--- config.mk ---
export PLATFORM = sky130hd
export DESIGN_NAME = token_pairing_table
export DESIGN_NICKNAME = d
export VERILOG_FILES = /design/src/design/tpt_pkg.sv /design/src/design/tpt_ram.sv /design/src/design/tpt_match.sv /design/src/design/token_pairing_table.sv
export SDC_FILE = /design/constraint.sdc
export NUM_CORES = 1
export LEC_CHECK = 0
export BUFFER_PORTS_ARGS = -buffer_cell sky130_fd_sc_hd__buf_2
export CORE_MARGIN = 1
export CORE_UTILIZATION = 52
export CTS_CLUSTER_SIZE = 8
export DETAILED_ROUTE_END_ITERATION = 6
export PLACE_DENSITY = 0.78
export SETUP_SLACK_MARGIN = 0.5
export SLEW_MARGIN = 20
export SYNTH_ARGS = -nofsm -noshare
export SYNTH_HDL_FRONTEND = slang
export SYNTH_SLANG_ARGS = --single-unit
--- constraint.sdc ---
create_clock -name clk -period 5.4 [get_ports clk]
set_clock_uncertainty 0.2 [all_clocks]
set_input_delay 0 -clock clk [delete_from_list [all_inputs] [get_ports clk]]
set_output_delay 0 -clock clk [all_outputs]
set_load 0.03 [all_outputs]
--- src/design/tpt_pkg.sv ---
package tpt_pkg;

    // Request codes carried in s_axis_tuser
    typedef enum logic [2:0] {
        REQ_PAIR       = 3'd0,
        REQ_FIND_TOKEN = 3'd1,
        REQ_FIND_ID    = 3'd2,
        REQ_REMOVE     = 3'd3,
        REQ_SET_ENABLE = 3'd4,
        REQ_CLEAR      = 3'd5,
        REQ_COUNT      = 3'd6,
        REQ_SLOT_ID    = 3'd7
    } req_t;

    // What the compare unit looks for in a slot
    typedef enum logic [1:0] {
        MATCH_NONE,
        MATCH_TOKEN,
        MATCH_ID,
        MATCH_ANY
    } match_mode_t;

    // One table entry as kept in the entry RAM
    typedef struct packed {
        logic [3:0]  color;
        logic [31:0] token;
        logic [7:0]  id;
    } entry_t;

    // Search key presented to the compare unit
    typedef struct packed {
        logic [31:0] token;
        logic [7:0]  id;
    } key_t;

    // Slave-side tdata layout, lowest field last
    typedef struct packed {
        logic [6:0]  pad;
        logic [7:0]  slot;
        logic        enable;
        logic [7:0]  id;
        logic [31:0] token;
    } in_word_t;

    // Master-side tdata layout, lowest field last
    typedef struct packed {
        logic [2:0]  pad;
        logic [7:0]  count;
        logic        enabled;
        logic [3:0]  color;
        logic [31:0] token;
        logic [7:0]  slot;
        logic [7:0]  id;
    } out_word_t;

    localparam int IN_DATA_W  = $bits(in_word_t);
    localparam int OUT_DATA_W = $bits(out_word_t);
    localparam int ENTRY_W    = $bits(entry_t);

    localparam logic [7:0] NO_ID      = 8'hFF;
    localparam logic [7:0] FIRST_ID   = 8'd1;
    localparam logic [3:0] COLOR_LAST = 4'd9;

endpackage

--- src/design/tpt_ram.sv ---
module tpt_ram #(
    parameter int WIDTH = 44,
    parameter int DEPTH = 8
) (
    input  logic                                       clk,
    input  logic                                       wr_en,
    input  logic [((DEPTH > 1) ? $clog2(DEPTH) : 1)-1:0] wr_addr,
    input  logic [WIDTH-1:0]                           wr_data,
    input  logic                                       rd_en,
    input  logic [((DEPTH > 1) ? $clog2(DEPTH) : 1)-1:0] rd_addr,
    output logic [WIDTH-1:0]                           rd_data
);

    logic [WIDTH-1:0] mem [DEPTH];
    logic [WIDTH-1:0] rd_data_reg;

    // Single write port, registered read
    always_ff @(posedge clk)
    begin
        if (wr_en)
        begin
            mem[wr_addr] <= wr_data;
        end
        if (rd_en)
        begin
            rd_data_reg <= mem[rd_addr];
        end
    end

    assign rd_data = rd_data_reg;

endmodule

--- src/design/tpt_match.sv ---
module tpt_match (
    input  tpt_pkg::match_mode_t mode,
    input  tpt_pkg::key_t        key,
    input  tpt_pkg::entry_t      entry,
    input  logic                 entry_valid,
    output logic                 hit
);

    // Shared slot comparator; a free slot never matches
    always_comb
    begin
        unique case (mode)
            tpt_pkg::MATCH_TOKEN: hit = entry_valid && (entry.token == key.token);
            tpt_pkg::MATCH_ID:    hit = entry_valid && (entry.id == key.id);
            tpt_pkg::MATCH_ANY:   hit = entry_valid;
            default:              hit = 1'b0;
        endcase
    end

endmodule

--- src/design/token_pairing_table.sv ---
// Channel   Dir  tdata                                      tuser
// s_axis    in   token_in, id_in, enable_in, slot_in        req_type
// m_axis    out  id, slot, token, color, enabled, count     found
//
// One request at a time: slots are read from the entry RAM one per cycle
// into a single comparator, and a hit ends the walk. A new request can be
// taken in the same cycle that tvalid rises. Reset empties the table at
// once. A finished result waits in the output register while the next
// request is accepted; a stalled m_axis holds only the response step.
module token_pairing_table #(
    parameter int TABLE_SLOTS = 8
) (
    input  logic                             clk,
    input  logic                             rst_n,
    input  logic                             s_axis_tvalid,
    output logic                             s_axis_tready,
    // [31:0] token_in, [39:32] id_in, [40] enable_in, [48:41] slot_in
    input  logic [tpt_pkg::IN_DATA_W-1:0]    s_axis_tdata,
    // [2:0] req_type
    input  logic [2:0]                       s_axis_tuser,
    output logic                             m_axis_tvalid,
    input  logic                             m_axis_tready,
    // [7:0] id_out, [15:8] slot_out, [47:16] token_out, [51:48] color_out,
    // [52] enabled_out, [60:53] paired_count
    output logic [tpt_pkg::OUT_DATA_W-1:0]   m_axis_tdata,
    // [0] found
    output logic                             m_axis_tuser
);

    localparam int         IDX_W    = (TABLE_SLOTS > 1) ? $clog2(TABLE_SLOTS) : 1;
    localparam logic [IDX_W-1:0] LAST_IDX = IDX_W'(TABLE_SLOTS - 1);
    localparam logic [7:0] SLOTS_8  = 8'(TABLE_SLOTS);

    typedef enum logic [1:0] {
        ST_IDLE,
        ST_SCAN,
        ST_RESP
    } state_t;

    state_t                 state_reg, state_next;
    tpt_pkg::req_t          req_reg, req_next;
    tpt_pkg::match_mode_t   mode_reg, mode_next;
    tpt_pkg::key_t          key_reg, key_next;
    logic                   en_reg, en_next;

    logic [IDX_W-1:0]       rd_idx_reg, rd_idx_next;
    logic [IDX_W-1:0]       rd_end_reg, rd_end_next;
    logic [3:0]             rd_color_reg, rd_color_next;
    logic                   rd_active_reg, rd_active_next;

    logic                   cmp_vld_reg, cmp_vld_next;
    logic [IDX_W-1:0]       cmp_idx_reg, cmp_idx_next;
    logic [3:0]             cmp_color_reg, cmp_color_next;
    logic                   cmp_last_reg, cmp_last_next;

    logic [7:0]             cnt_reg, cnt_next;
    logic                   free_vld_reg, free_vld_next;
    logic [IDX_W-1:0]       free_idx_reg, free_idx_next;
    logic [3:0]             free_color_reg, free_color_next;

    logic                   hit_reg, hit_next;
    logic [IDX_W-1:0]       hit_idx_reg, hit_idx_next;
    tpt_pkg::entry_t        hit_entry_reg, hit_entry_next;

    logic [TABLE_SLOTS-1:0] valid_reg, valid_next;
    logic [TABLE_SLOTS-1:0] enabled_reg, enabled_next;
    logic [7:0]             next_id_reg, next_id_next;

    logic                   m_valid_reg, m_valid_next;
    logic                   m_user_reg, m_user_next;
    tpt_pkg::out_word_t     m_data_reg, m_data_next;

    tpt_pkg::in_word_t      in_word;
    tpt_pkg::out_word_t     out_word;
    logic                   out_found;

    logic                   ram_wr_en;
    tpt_pkg::entry_t        ram_wr_data;
    logic                   ram_rd_en;
    logic [tpt_pkg::ENTRY_W-1:0] ram_rd_raw;
    tpt_pkg::entry_t        ram_rd_data;
    logic                   cmp_hit;

    assign in_word     = tpt_pkg::in_word_t'(s_axis_tdata);
    assign ram_rd_data = tpt_pkg::entry_t'(ram_rd_raw);

    // Entry storage: id, token and color per slot
    tpt_ram #(
        .WIDTH (tpt_pkg::ENTRY_W),
        .DEPTH (TABLE_SLOTS)
    ) u_ram (
        .clk     (clk),
        .wr_en   (ram_wr_en),
        .wr_addr (free_idx_reg),
        .wr_data (ram_wr_data),
        .rd_en   (ram_rd_en),
        .rd_addr (rd_idx_reg),
        .rd_data (ram_rd_raw)
    );

    // Shared comparator on the slot coming out of the RAM
    tpt_match u_match (
        .mode        (mode_reg),
        .key         (key_reg),
        .entry       (ram_rd_data),
        .entry_valid (valid_reg[cmp_idx_reg]),
        .hit         (cmp_hit)
    );

    assign s_axis_tready = (state_reg == ST_IDLE);
    assign m_axis_tvalid = m_valid_reg;
    assign m_axis_tdata  = m_data_reg;
    assign m_axis_tuser  = m_user_reg;

    // Sequencer
    always_comb
    begin
        state_next      = state_reg;
        req_next        = req_reg;
        mode_next       = mode_reg;
        key_next        = key_reg;
        en_next         = en_reg;
        rd_idx_next     = rd_idx_reg;
        rd_end_next     = rd_end_reg;
        rd_color_next   = rd_color_reg;
        rd_active_next  = rd_active_reg;
        cmp_vld_next    = 1'b0;
        cmp_idx_next    = cmp_idx_reg;
        cmp_color_next  = cmp_color_reg;
        cmp_last_next   = cmp_last_reg;
        cnt_next        = cnt_reg;
        free_vld_next   = free_vld_reg;
        free_idx_next   = free_idx_reg;
        free_color_next = free_color_reg;
        hit_next        = hit_reg;
        hit_idx_next    = hit_idx_reg;
        hit_entry_next  = hit_entry_reg;
        valid_next      = valid_reg;
        enabled_next    = enabled_reg;
        next_id_next    = next_id_reg;
        m_valid_next    = m_valid_reg;
        m_user_next     = m_user_reg;
        m_data_next     = m_data_reg;

        ram_wr_en   = 1'b0;
        ram_wr_data = '{color: free_color_reg, token: key_reg.token, id: next_id_reg};
        ram_rd_en   = 1'b0;

        out_word    = '0;
        out_word.id = tpt_pkg::NO_ID;
        out_found   = 1'b0;

        if (m_valid_reg && m_axis_tready)
        begin
            m_valid_next = 1'b0;
        end

        unique case (state_reg)
            ST_IDLE:
            begin
                if (s_axis_tvalid)
                begin
                    req_next        = tpt_pkg::req_t'(s_axis_tuser);
                    key_next.token  = in_word.token;
                    key_next.id     = in_word.id;
                    en_next         = in_word.enable;
                    rd_idx_next     = '0;
                    rd_end_next     = LAST_IDX;
                    rd_color_next   = '0;
                    rd_active_next  = 1'b1;
                    cnt_next        = '0;
                    free_vld_next   = 1'b0;
                    hit_next        = 1'b0;
                    state_next      = ST_SCAN;
                    unique case (tpt_pkg::req_t'(s_axis_tuser)) inside
                        tpt_pkg::REQ_PAIR, tpt_pkg::REQ_FIND_TOKEN:
                        begin
                            mode_next = tpt_pkg::MATCH_TOKEN;
                        end
                        tpt_pkg::REQ_FIND_ID, tpt_pkg::REQ_REMOVE,
                        tpt_pkg::REQ_SET_ENABLE:
                        begin
                            mode_next = tpt_pkg::MATCH_ID;
                        end
                        tpt_pkg::REQ_COUNT:
                        begin
                            mode_next = tpt_pkg::MATCH_NONE;
                        end
                        tpt_pkg::REQ_SLOT_ID:
                        begin
                            mode_next   = tpt_pkg::MATCH_ANY;
                            rd_idx_next = in_word.slot[IDX_W-1:0];
                            rd_end_next = in_word.slot[IDX_W-1:0];
                            if (in_word.slot >= SLOTS_8)
                            begin
                                rd_active_next = 1'b0;
                                state_next     = ST_RESP;
                            end
                        end
                        default:
                        begin
                            // clear needs no scan
                            mode_next      = tpt_pkg::MATCH_NONE;
                            rd_active_next = 1'b0;
                            state_next     = ST_RESP;
                        end
                    endcase
                end
            end

            ST_SCAN:
            begin
                // Read issue, one slot per cycle
                if (rd_active_reg)
                begin
                    ram_rd_en      = 1'b1;
                    cmp_vld_next   = 1'b1;
                    cmp_idx_next   = rd_idx_reg;
                    cmp_color_next = rd_color_reg;
                    cmp_last_next  = (rd_idx_reg == rd_end_reg);
                    if (rd_idx_reg == rd_end_reg)
                    begin
                        rd_active_next = 1'b0;
                    end
                    else
                    begin
                        rd_idx_next   = rd_idx_reg + 1'b1;
                        rd_color_next = (rd_color_reg == tpt_pkg::COLOR_LAST) ?
                                        4'd0 : rd_color_reg + 4'd1;
                    end
                end

                // Compare stage on the registered RAM data
                if (cmp_vld_reg)
                begin
                    if (valid_reg[cmp_idx_reg])
                    begin
                        cnt_next = cnt_reg + 8'd1;
                    end
                    else if (!free_vld_reg)
                    begin
                        free_vld_next   = 1'b1;
                        free_idx_next   = cmp_idx_reg;
                        free_color_next = cmp_color_reg;
                    end
                    if (cmp_hit)
                    begin
                        hit_next       = 1'b1;
                        hit_idx_next   = cmp_idx_reg;
                        hit_entry_next = ram_rd_data;
                        rd_active_next = 1'b0;
                        cmp_vld_next   = 1'b0;
                        state_next     = ST_RESP;
                    end
                    else if (cmp_last_reg)
                    begin
                        state_next = ST_RESP;
                    end
                end
            end

            ST_RESP:
            begin
                if (!m_valid_reg || m_axis_tready)
                begin
                    if (hit_reg)
                    begin
                        out_found        = 1'b1;
                        out_word.id      = hit_entry_reg.id;
                        out_word.slot    = 8'(hit_idx_reg);
                        out_word.token   = hit_entry_reg.token;
                        out_word.color   = hit_entry_reg.color;
                        out_word.enabled = enabled_reg[hit_idx_reg];
                    end

                    unique case (req_reg)
                        tpt_pkg::REQ_PAIR:
                        begin
                            // new token: take the first free slot if ids remain
                            if (!hit_reg && free_vld_reg && (next_id_reg <= SLOTS_8))
                            begin
                                ram_wr_en                  = 1'b1;
                                valid_next[free_idx_reg]   = 1'b1;
                                next_id_next               = next_id_reg + 8'd1;
                                out_found                  = 1'b1;
                                out_word.id                = next_id_reg;
                                out_word.slot              = 8'(free_idx_reg);
                                out_word.token             = key_reg.token;
                                out_word.color             = free_color_reg;
                                out_word.enabled           = enabled_reg[free_idx_reg];
                            end
                        end
                        tpt_pkg::REQ_REMOVE:
                        begin
                            if (hit_reg)
                            begin
                                valid_next[hit_idx_reg]   = 1'b0;
                                enabled_next[hit_idx_reg] = 1'b1;
                            end
                        end
                        tpt_pkg::REQ_SET_ENABLE:
                        begin
                            if (hit_reg)
                            begin
                                enabled_next[hit_idx_reg] = en_reg;
                                out_word.enabled          = en_reg;
                            end
                        end
                        tpt_pkg::REQ_CLEAR:
                        begin
                            out_found    = 1'b1;
                            valid_next   = '0;
                            enabled_next = '1;
                            next_id_next = tpt_pkg::FIRST_ID;
                        end
                        tpt_pkg::REQ_COUNT:
                        begin
                            out_found      = 1'b1;
                            out_word.count = cnt_reg;
                        end
                        default:
                        begin
                            // lookups report the hit as latched
                        end
                    endcase

                    m_valid_next = 1'b1;
                    m_user_next  = out_found;
                    m_data_next  = out_word;
                    state_next   = ST_IDLE;
                end
            end

            default:
            begin
                state_next = ST_IDLE;
            end
        endcase
    end

    // State and registered outputs
    always_ff @(posedge clk or negedge rst_n)
    begin
        if (!rst_n)
        begin
            state_reg      <= ST_IDLE;
            req_reg        <= tpt_pkg::REQ_PAIR;
            mode_reg       <= tpt_pkg::MATCH_NONE;
            key_reg        <= '0;
            en_reg         <= 1'b0;
            rd_idx_reg     <= '0;
            rd_end_reg     <= '0;
            rd_color_reg   <= '0;
            rd_active_reg  <= 1'b0;
            cmp_vld_reg    <= 1'b0;
            cmp_idx_reg    <= '0;
            cmp_color_reg  <= '0;
            cmp_last_reg   <= 1'b0;
            cnt_reg        <= '0;
            free_vld_reg   <= 1'b0;
            free_idx_reg   <= '0;
            free_color_reg <= '0;
            hit_reg        <= 1'b0;
            hit_idx_reg    <= '0;
            hit_entry_reg  <= '0;
            valid_reg      <= '0;
            enabled_reg    <= '1;
            next_id_reg    <= tpt_pkg::FIRST_ID;
            m_valid_reg    <= 1'b0;
            m_user_reg     <= 1'b0;
            m_data_reg     <= '0;
        end
        else
        begin
            state_reg      <= state_next;
            req_reg        <= req_next;
            mode_reg       <= mode_next;
            key_reg        <= key_next;
            en_reg         <= en_next;
            rd_idx_reg     <= rd_idx_next;
            rd_end_reg     <= rd_end_next;
            rd_color_reg   <= rd_color_next;
            rd_active_reg  <= rd_active_next;
            cmp_vld_reg    <= cmp_vld_next;
            cmp_idx_reg    <= cmp_idx_next;
            cmp_color_reg  <= cmp_color_next;
            cmp_last_reg   <= cmp_last_next;
            cnt_reg        <= cnt_next;
            free_vld_reg   <= free_vld_next;
            free_idx_reg   <= free_idx_next;
            free_color_reg <= free_color_next;
            hit_reg        <= hit_next;
            hit_idx_reg    <= hit_idx_next;
            hit_entry_reg  <= hit_entry_next;
            valid_reg      <= valid_next;
            enabled_reg    <= enabled_next;
            next_id_reg    <= next_id_next;
            m_valid_reg    <= m_valid_next;
            m_user_reg     <= m_user_next;
            m_data_reg     <= m_data_next;
        end
    end

endmodule

==> results of run 1 <==
==> power groups by stage <==
stage	registers, mW	clock network, mW	logic [mW]
after global placement	7.09	0	3.09
final	7.11	4.96	3.29
after detailed placement	7.16	0	3.17
after CTS	7.09	5.02	3.30
after global routing	7.23	5.22	3.54
after floorplan	6.91	0	2.34
==> synthesized netlist by cell type, types with 6 or more instances <==
master,instances,area [sq um]
nand3_1,11,55.1
a31oi_1,9,56.3
ha_1,9,113
dfrtp_1,205,5130
mux4_2,88,1980
nand2b_1,12,75.1
buf_1,16,60.1
buf_4,9,67.6
edfxtp_1,396,11900
xor2_1,11,96.3
clkbuf_1,53,199
a221oi_1,40,350
xnor2_1,39,342
o21ai_0,41,205
inv_1,14,52.6
nor3_1,16,80.1
nand4_1,8,50.1
dfstp_2,9,236
a22o_1,9,78.8
a21oi_1,26,130
mux2_2,151,1700
o211ai_1,7,52.6
nor2b_1,10,62.6
nand2_1,44,165
mux2i_1,7,70.1
nor2_1,109,409
nor4_1,6,37.5
==> logic make-up after synthesis <==
family          share of synthesized area [%]
buf+inv                                  1.78
mux                                      15.4
xor+xnor                                 1.80
flops                                    71.0
other cells                            0.0154
simple gates                             4.61
compound gates                           4.90
fa+ha+maj                               0.463
==> critical path: stages (launching register included) <==
cell and delay [ns]:
dfrtp_1 0.49, or4_1 0.56, a2111o_1 0.49, nor4_1 0.29, and2_0 0.40, nand2_1 0.22, nor2_4 0.49, buf_4 0.45
==> path summary, 6_finish.rpt <==
| path | cells after the start | end | from | slack, ns |
|---|---|---|---|---|
| worst max-delay path | 7 | u_ram.mem[6][37] | next_id_reg[4] | 1.45 |
| worst min-delay path | 4 | rd_idx_reg[0] | s_axis_tdata[41] | 0.04 |
| worst max register to register | 7 | u_ram.mem[6][37] | next_id_reg[4] | 1.45 |
| worst min register to register | 1 | hit_entry_reg[40] | u_ram.rd_data[40] | 0.27 |
| max in group asynchronous | 5 | m_axis_tdata[19] | rst_n | 3.67 |
| min in group asynchronous | 4 | m_axis_tdata[52] | rst_n | 0.29 |
==> routing by layer <==
layer	GRT usage (%)	wire (um)	vias to the layer above	part of all wire, %
met1	32.6	22700	7334	40
li1	-	-	6030	-
met4	9.32	1650	0	2.9
met2	40.3	28100	730	49
met5	0	0	-	0
met3	4.69	4280	128	7.5
==> repair_timing <==
action                                  4_1_cts  5_1_grt
gates resized for setup                       0        0
hold buffers                                100        0
endpoints found under the setup margin        0        0
hold endpoints to repair                    267        0
==> cell type report <==
cell class | count | area (sq um) | area share, %
clock inverter | 4 | 52.6 | 0.180
clock buffer | 154 | 2450 | 8.40
timing repair buffer | 237 | 1860 | 6.38
tap | 600 | 751 | 2.58
sequential | 610 | 17300 | 59.2
multi-input combinational | 726 | 6720 | 23.0
inverter | 15 | 56.3 | 0.193
==> metrics by stage <==
| step | setup TNS (ns) | setup WS (ns) | power, mW | cells | utilization [%] |
|---|---|---|---|---|---|
| floorplan | -19.40 | -0.184 | 9.25 | 1436 | - |
| global placement | 0 | 1.62 | 10.2 | 2087 | 55.9 |
| detailed placement | 0 | 1.50 | 10.3 | 2087 | 55.9 |
| CTS | 0 | 1.49 | 15.4 | 2345 | 63.6 |
| global route | 0 | 1.33 | 16.0 | 2346 | 63.7 |
| finish | 0 | 1.45 | 15.4 | 2346 | 63.7 |
==> impl_metrics.json, run 1 <==
{
  "status": "finished clean",
  "antennaDiodeCount": 0,
  "clock_latency_ns": 0.61,
  "power.switching_mw": 4.62,
  "grt_pass1_vias": 14600,
  "critical_path_arrival_ns": 4.01,
  "fmaxAchievable_mhz": 253,
  "grt_pass1_wl_um": 86800,
  "top_register": "u_ram.mem",
  "fin_hold_ws_ns": 0.0379,
  "ys_types": 64,
  "vias": 14200,
  "critPathCaptureType": "flip-flop",
  "p_leak_nw": 10.7,
  "clkPwrFrac_pct": 32.3,
  "port_buffers": 114,
  "clk_path_buf_depth": 3,
  "drv_slew": 0,
  "worst_pin_slew_ns": 1.04,
  "synth.ff_latch_count": 610,
  "avgSynthCellArea_sq_um": 17.0,
  "post_cts_buffers": 0,
  "num_rows": 78,
  "synth_enable_flop_cells": 396,
  "most-common-layout-cells": "edfxtp_1 (396), dfrtp_1 (202), mux2_2 (151)",
  "cts-root-buf": "clkbuf_16",
  "cts_buffers": 86,
  "synth_area_sq_um": 24300,
  "relSlewSlack_pct": 30.6,
  "power.density_nw_per_um2": 527,
  "drt_iter0_markers": 1374,
  "peakVddDrop_mv": 0.463,
  "die_w_um": 218,
  "combinationalPowerShare_pct": 21.4,
  "drive_above_1_share_pct": 28.6,
  "ys_warn_count": 0,
  "place_congestion": 0.858,
  "antenna_found_initial": 0,
  "dieHeight_um": 218,
  "rsz0062_at_grt": "false",
  "routedWlPerCell_um": 24.2,
  "crit_path_start_kind": "flip-flop",
  "largest_reg_flops": 352,
  "nets": 1748,
  "synthCells": 1429,
  "yosysSeqAreaShare_pct": 71.0,
  "cts_tree": "done",
  "worstPathRequired_ns": 5.46,
  "placed_cell_area_sq_um": 25600,
  "core_sq_um": 45800,
  "ant_nets": 0,
  "power.internal_mw": 10.8,
  "area_growth_pct": 19.9,
  "seq_power_share_pct": 46.3,
  "viasPerCell": 6.06,
  "drc": 0,
  "grt_max_degree": 171,
  "grt_overflow": 0,
  "finalHoldViolCount": 0,
  "initial_core_util_pct": 53.1,
  "clk_pin_slew_ns": 0.05,
  "finalCritPeriodShare_pct": 73.2,
  "dpl.hpwl_um": 29800,
  "die_area_sq_um": 47600,
  "grt_usage_pct": 24.6,
  "hold_class": "in -> reg",
  "final_common_cell": "edfxtp_1",
  "fillers": 3048,
  "async_flop_share_pct": 35.1,
  "drv_cap": 0,
  "setup_viol": 0,
  "final_area_sq_um": 29200,
  "path_max_fanout": 22,
  "synthFlopType": "edfxtp_1",
  "cts_sinks": 610,
  "crit_type": "reg -> reg",
  "finalWirelength_um": 56800,
  "io_pins": 130,
  "fin_crit_ns": 3.95,
  "swShare_pct": 30.0,
  "h-tree-depth": 3,
  "drt_first_pass_iters": 6
}
Note: power is estimated with default switching activity, not from simulation.
==> run 2: changes to the inputs <==
- PLACE_DENSITY: 0.78 -> 0.76
- clock period: 5.4 -> 3.65 ns (I/O delays scaled with it)
==> run 2 against run 1 <==
Compared with the run above: power up 49%; worst setup slack lost 0.87 ns; routed wire length rose by 1.1%; critical path depth increased by 1; largest power group unchanged; worst hold slack got worse by 0.015 ns; highest routed layer unchanged; clock-buffer cell count up 1; maximum frequency increased by 29%; global-route usage up 0.068 points; sequential cell count stayed put; cell count rose by 1.1%.
==> impl_metrics.json, run 2 (same netlist as run 1, synthesis figures left out) <==
{
  "fin_crit_ns": 3.07,
  "cts-root-buf": "clkbuf_16",
  "stdcell_count": 2371,
  "rrSetupSlack_ns": 0.58,
  "swShare_pct": 29.8,
  "die_area_sq_um": 47600,
  "fmaxAchievable_mhz": 326,
  "drc": 0,
  "antennaDiodeCount": 0,
  "final_common_cell": "edfxtp_1",
  "drv_slew": 0,
  "power.switching_mw": 6.82,
  "core_sq_um": 45800,
  "drv_cap": 0,
  "fin_ws_ns": 0.581,
  "crit_type": "reg -> reg",
  "critical_path_arrival_ns": 3.17,
  "peakVddDrop_mv": 0.470,
  "worst_pin_slew_ns": 0.936,
  "antenna_found_initial": 1,
  "port_buffers": 114,
  "finalCritPeriodShare_pct": 84.1,
  "fillers": 3051,
  "dpl.hpwl_um": 30900,
  "drt_first_pass_iters": 7,
  "placed_cells": 2112,
  "die_w_um": 218,
  "placed_cell_area_sq_um": 26000,
  "io_pins": 130,
  "crit_path_start_kind": "flip-flop",
  "tns_ns": 0,
  "rsz0062_at_grt": "false",
  "setup_viol": 0,
  "power.density_nw_per_um2": 773,
  "largest_reg_flops": 352,
  "cts_buffers": 86,
  "seq_power_share_pct": 45.5,
  "crit_end": "u_ram.mem[7][37]",
  "final_area_sq_um": 29600,
  "power.internal_mw": 16.0,
  "ant_nets": 0,
  "pre_cts_ws_ns": 0.284,
  "grt_pass1_wl_um": 86700,
  "r2r_cells": 8,
  "grt_overflow": 0,
  "fin_total_pwr_mw": 22.9,
  "cts_sinks": 610,
  "drt_iter0_markers": 1334,
  "dieHeight_um": 218,
  "vias": 14100,
  "finalHoldViolCount": 0,
  "viasPerCell": 5.95,
  "clock_latency_ns": 0.61,
  "clk_path_buf_depth": 3,
  "place_congestion": 0.841,
  "top_register": "u_ram.mem",
  "fin_hold_ws_ns": 0.0228,
  "r2r_end": "u_ram.mem[7][37]",
  "final_util_pct": 64.6,
  "routedWlPerCell_um": 24.2,
  "nets": 1771,
  "path_max_fanout": 18,
  "critPathCaptureType": "flip-flop",
  "finalWirelength_um": 57400,
  "worstPathRequired_ns": 3.75,
  "initial_core_util_pct": 53.1,
  "clkPwrFrac_pct": 32.3,
  "h-tree-depth": 3,
  "cts_tree": "done",
  "status": "finished clean",
  "num_rows": 78,
  "r2r_start": "next_id_reg[4]",
  "combinationalPowerShare_pct": 22.2,
  "most-common-layout-cells": "edfxtp_1 (396), dfrtp_1 (200), mux2_2 (151)",
  "area_growth_pct": 21.6,
  "relSlewSlack_pct": 37.6,
  "clk_pin_slew_ns": 0.05,
  "drive_above_1_share_pct": 30.6,
  "p_leak_nw": 11.0,
  "grt_pass1_vias": 14600,
  "grt_usage_pct": 24.6,
  "hold_class": "in -> reg",
  "cp-startpoint": "next_id_reg[4]",
  "grt_max_degree": 113
}
## run 2: timing repair
action	4_1_cts	5_1_grt
hold buffers	91	0
hold endpoints to repair	195	0
pin swaps	4	0
endpoints found under the setup margin	201	266
setup buffers	6	2
resized for setup	5	6
## run 2: cell type report
type | instances | area (sq um) | area share [%]
multi-input combinational | 726 | 6810 | 23.0
timing repair buffer | 260 | 2170 | 7.33
inverter | 15 | 56.3 | 0.190
clock inverter | 5 | 42.5 | 0.144
clock buffer | 155 | 2470 | 8.37
tap | 600 | 751 | 2.54
sequential | 610 | 17300 | 58.4
## run 2: routing by layer
metal	global-route usage, %	routed length (um)	up-vias
met5	0	0	-
met4	8.11	1480	0
met3	4.91	3860	108
met2	40.8	28900	567
met1	32.7	23200	7349
li1	-	-	6079
## run 2: how the worst min path moves through the flow
stage	from	cells past startpoint	end	slack, ns
finish	s_axis_tdata[16]	3	key_reg[24]	0.02
global placement	rst_n	1	en_reg	-0.06
global route	s_axis_tdata[30]	3	key_reg[38]	0.01
CTS	s_axis_tdata[23]	3	key_reg[31]	0.0002
floorplan	rst_n	0	cmp_color_reg[0]	-0.50
detailed placement	rst_n	1	hit_entry_reg[1]	-0.04
## run 2: critical path: stages, from the launching register on
cell,delay (ns)
dfrtp_2,0.47
or4_1,0.55
a2111o_1,0.41
nor4_4,0.19
and2_4,0.23
nand2_1,0.15
nor2_4,0.20
buf_12,0.15
buf_12,0.19
## run 2: power by group through the flow
stage / clock network (mW) / logic, mW / registers, mW
floorplan: 0 / 3.49 / 10.2
global placement: 0 / 4.80 / 10.4
detailed placement: 0 / 4.92 / 10.5
CTS: 7.47 / 5.10 / 10.4
global route: 7.77 / 5.46 / 10.6
finish: 7.39 / 5.07 / 10.4
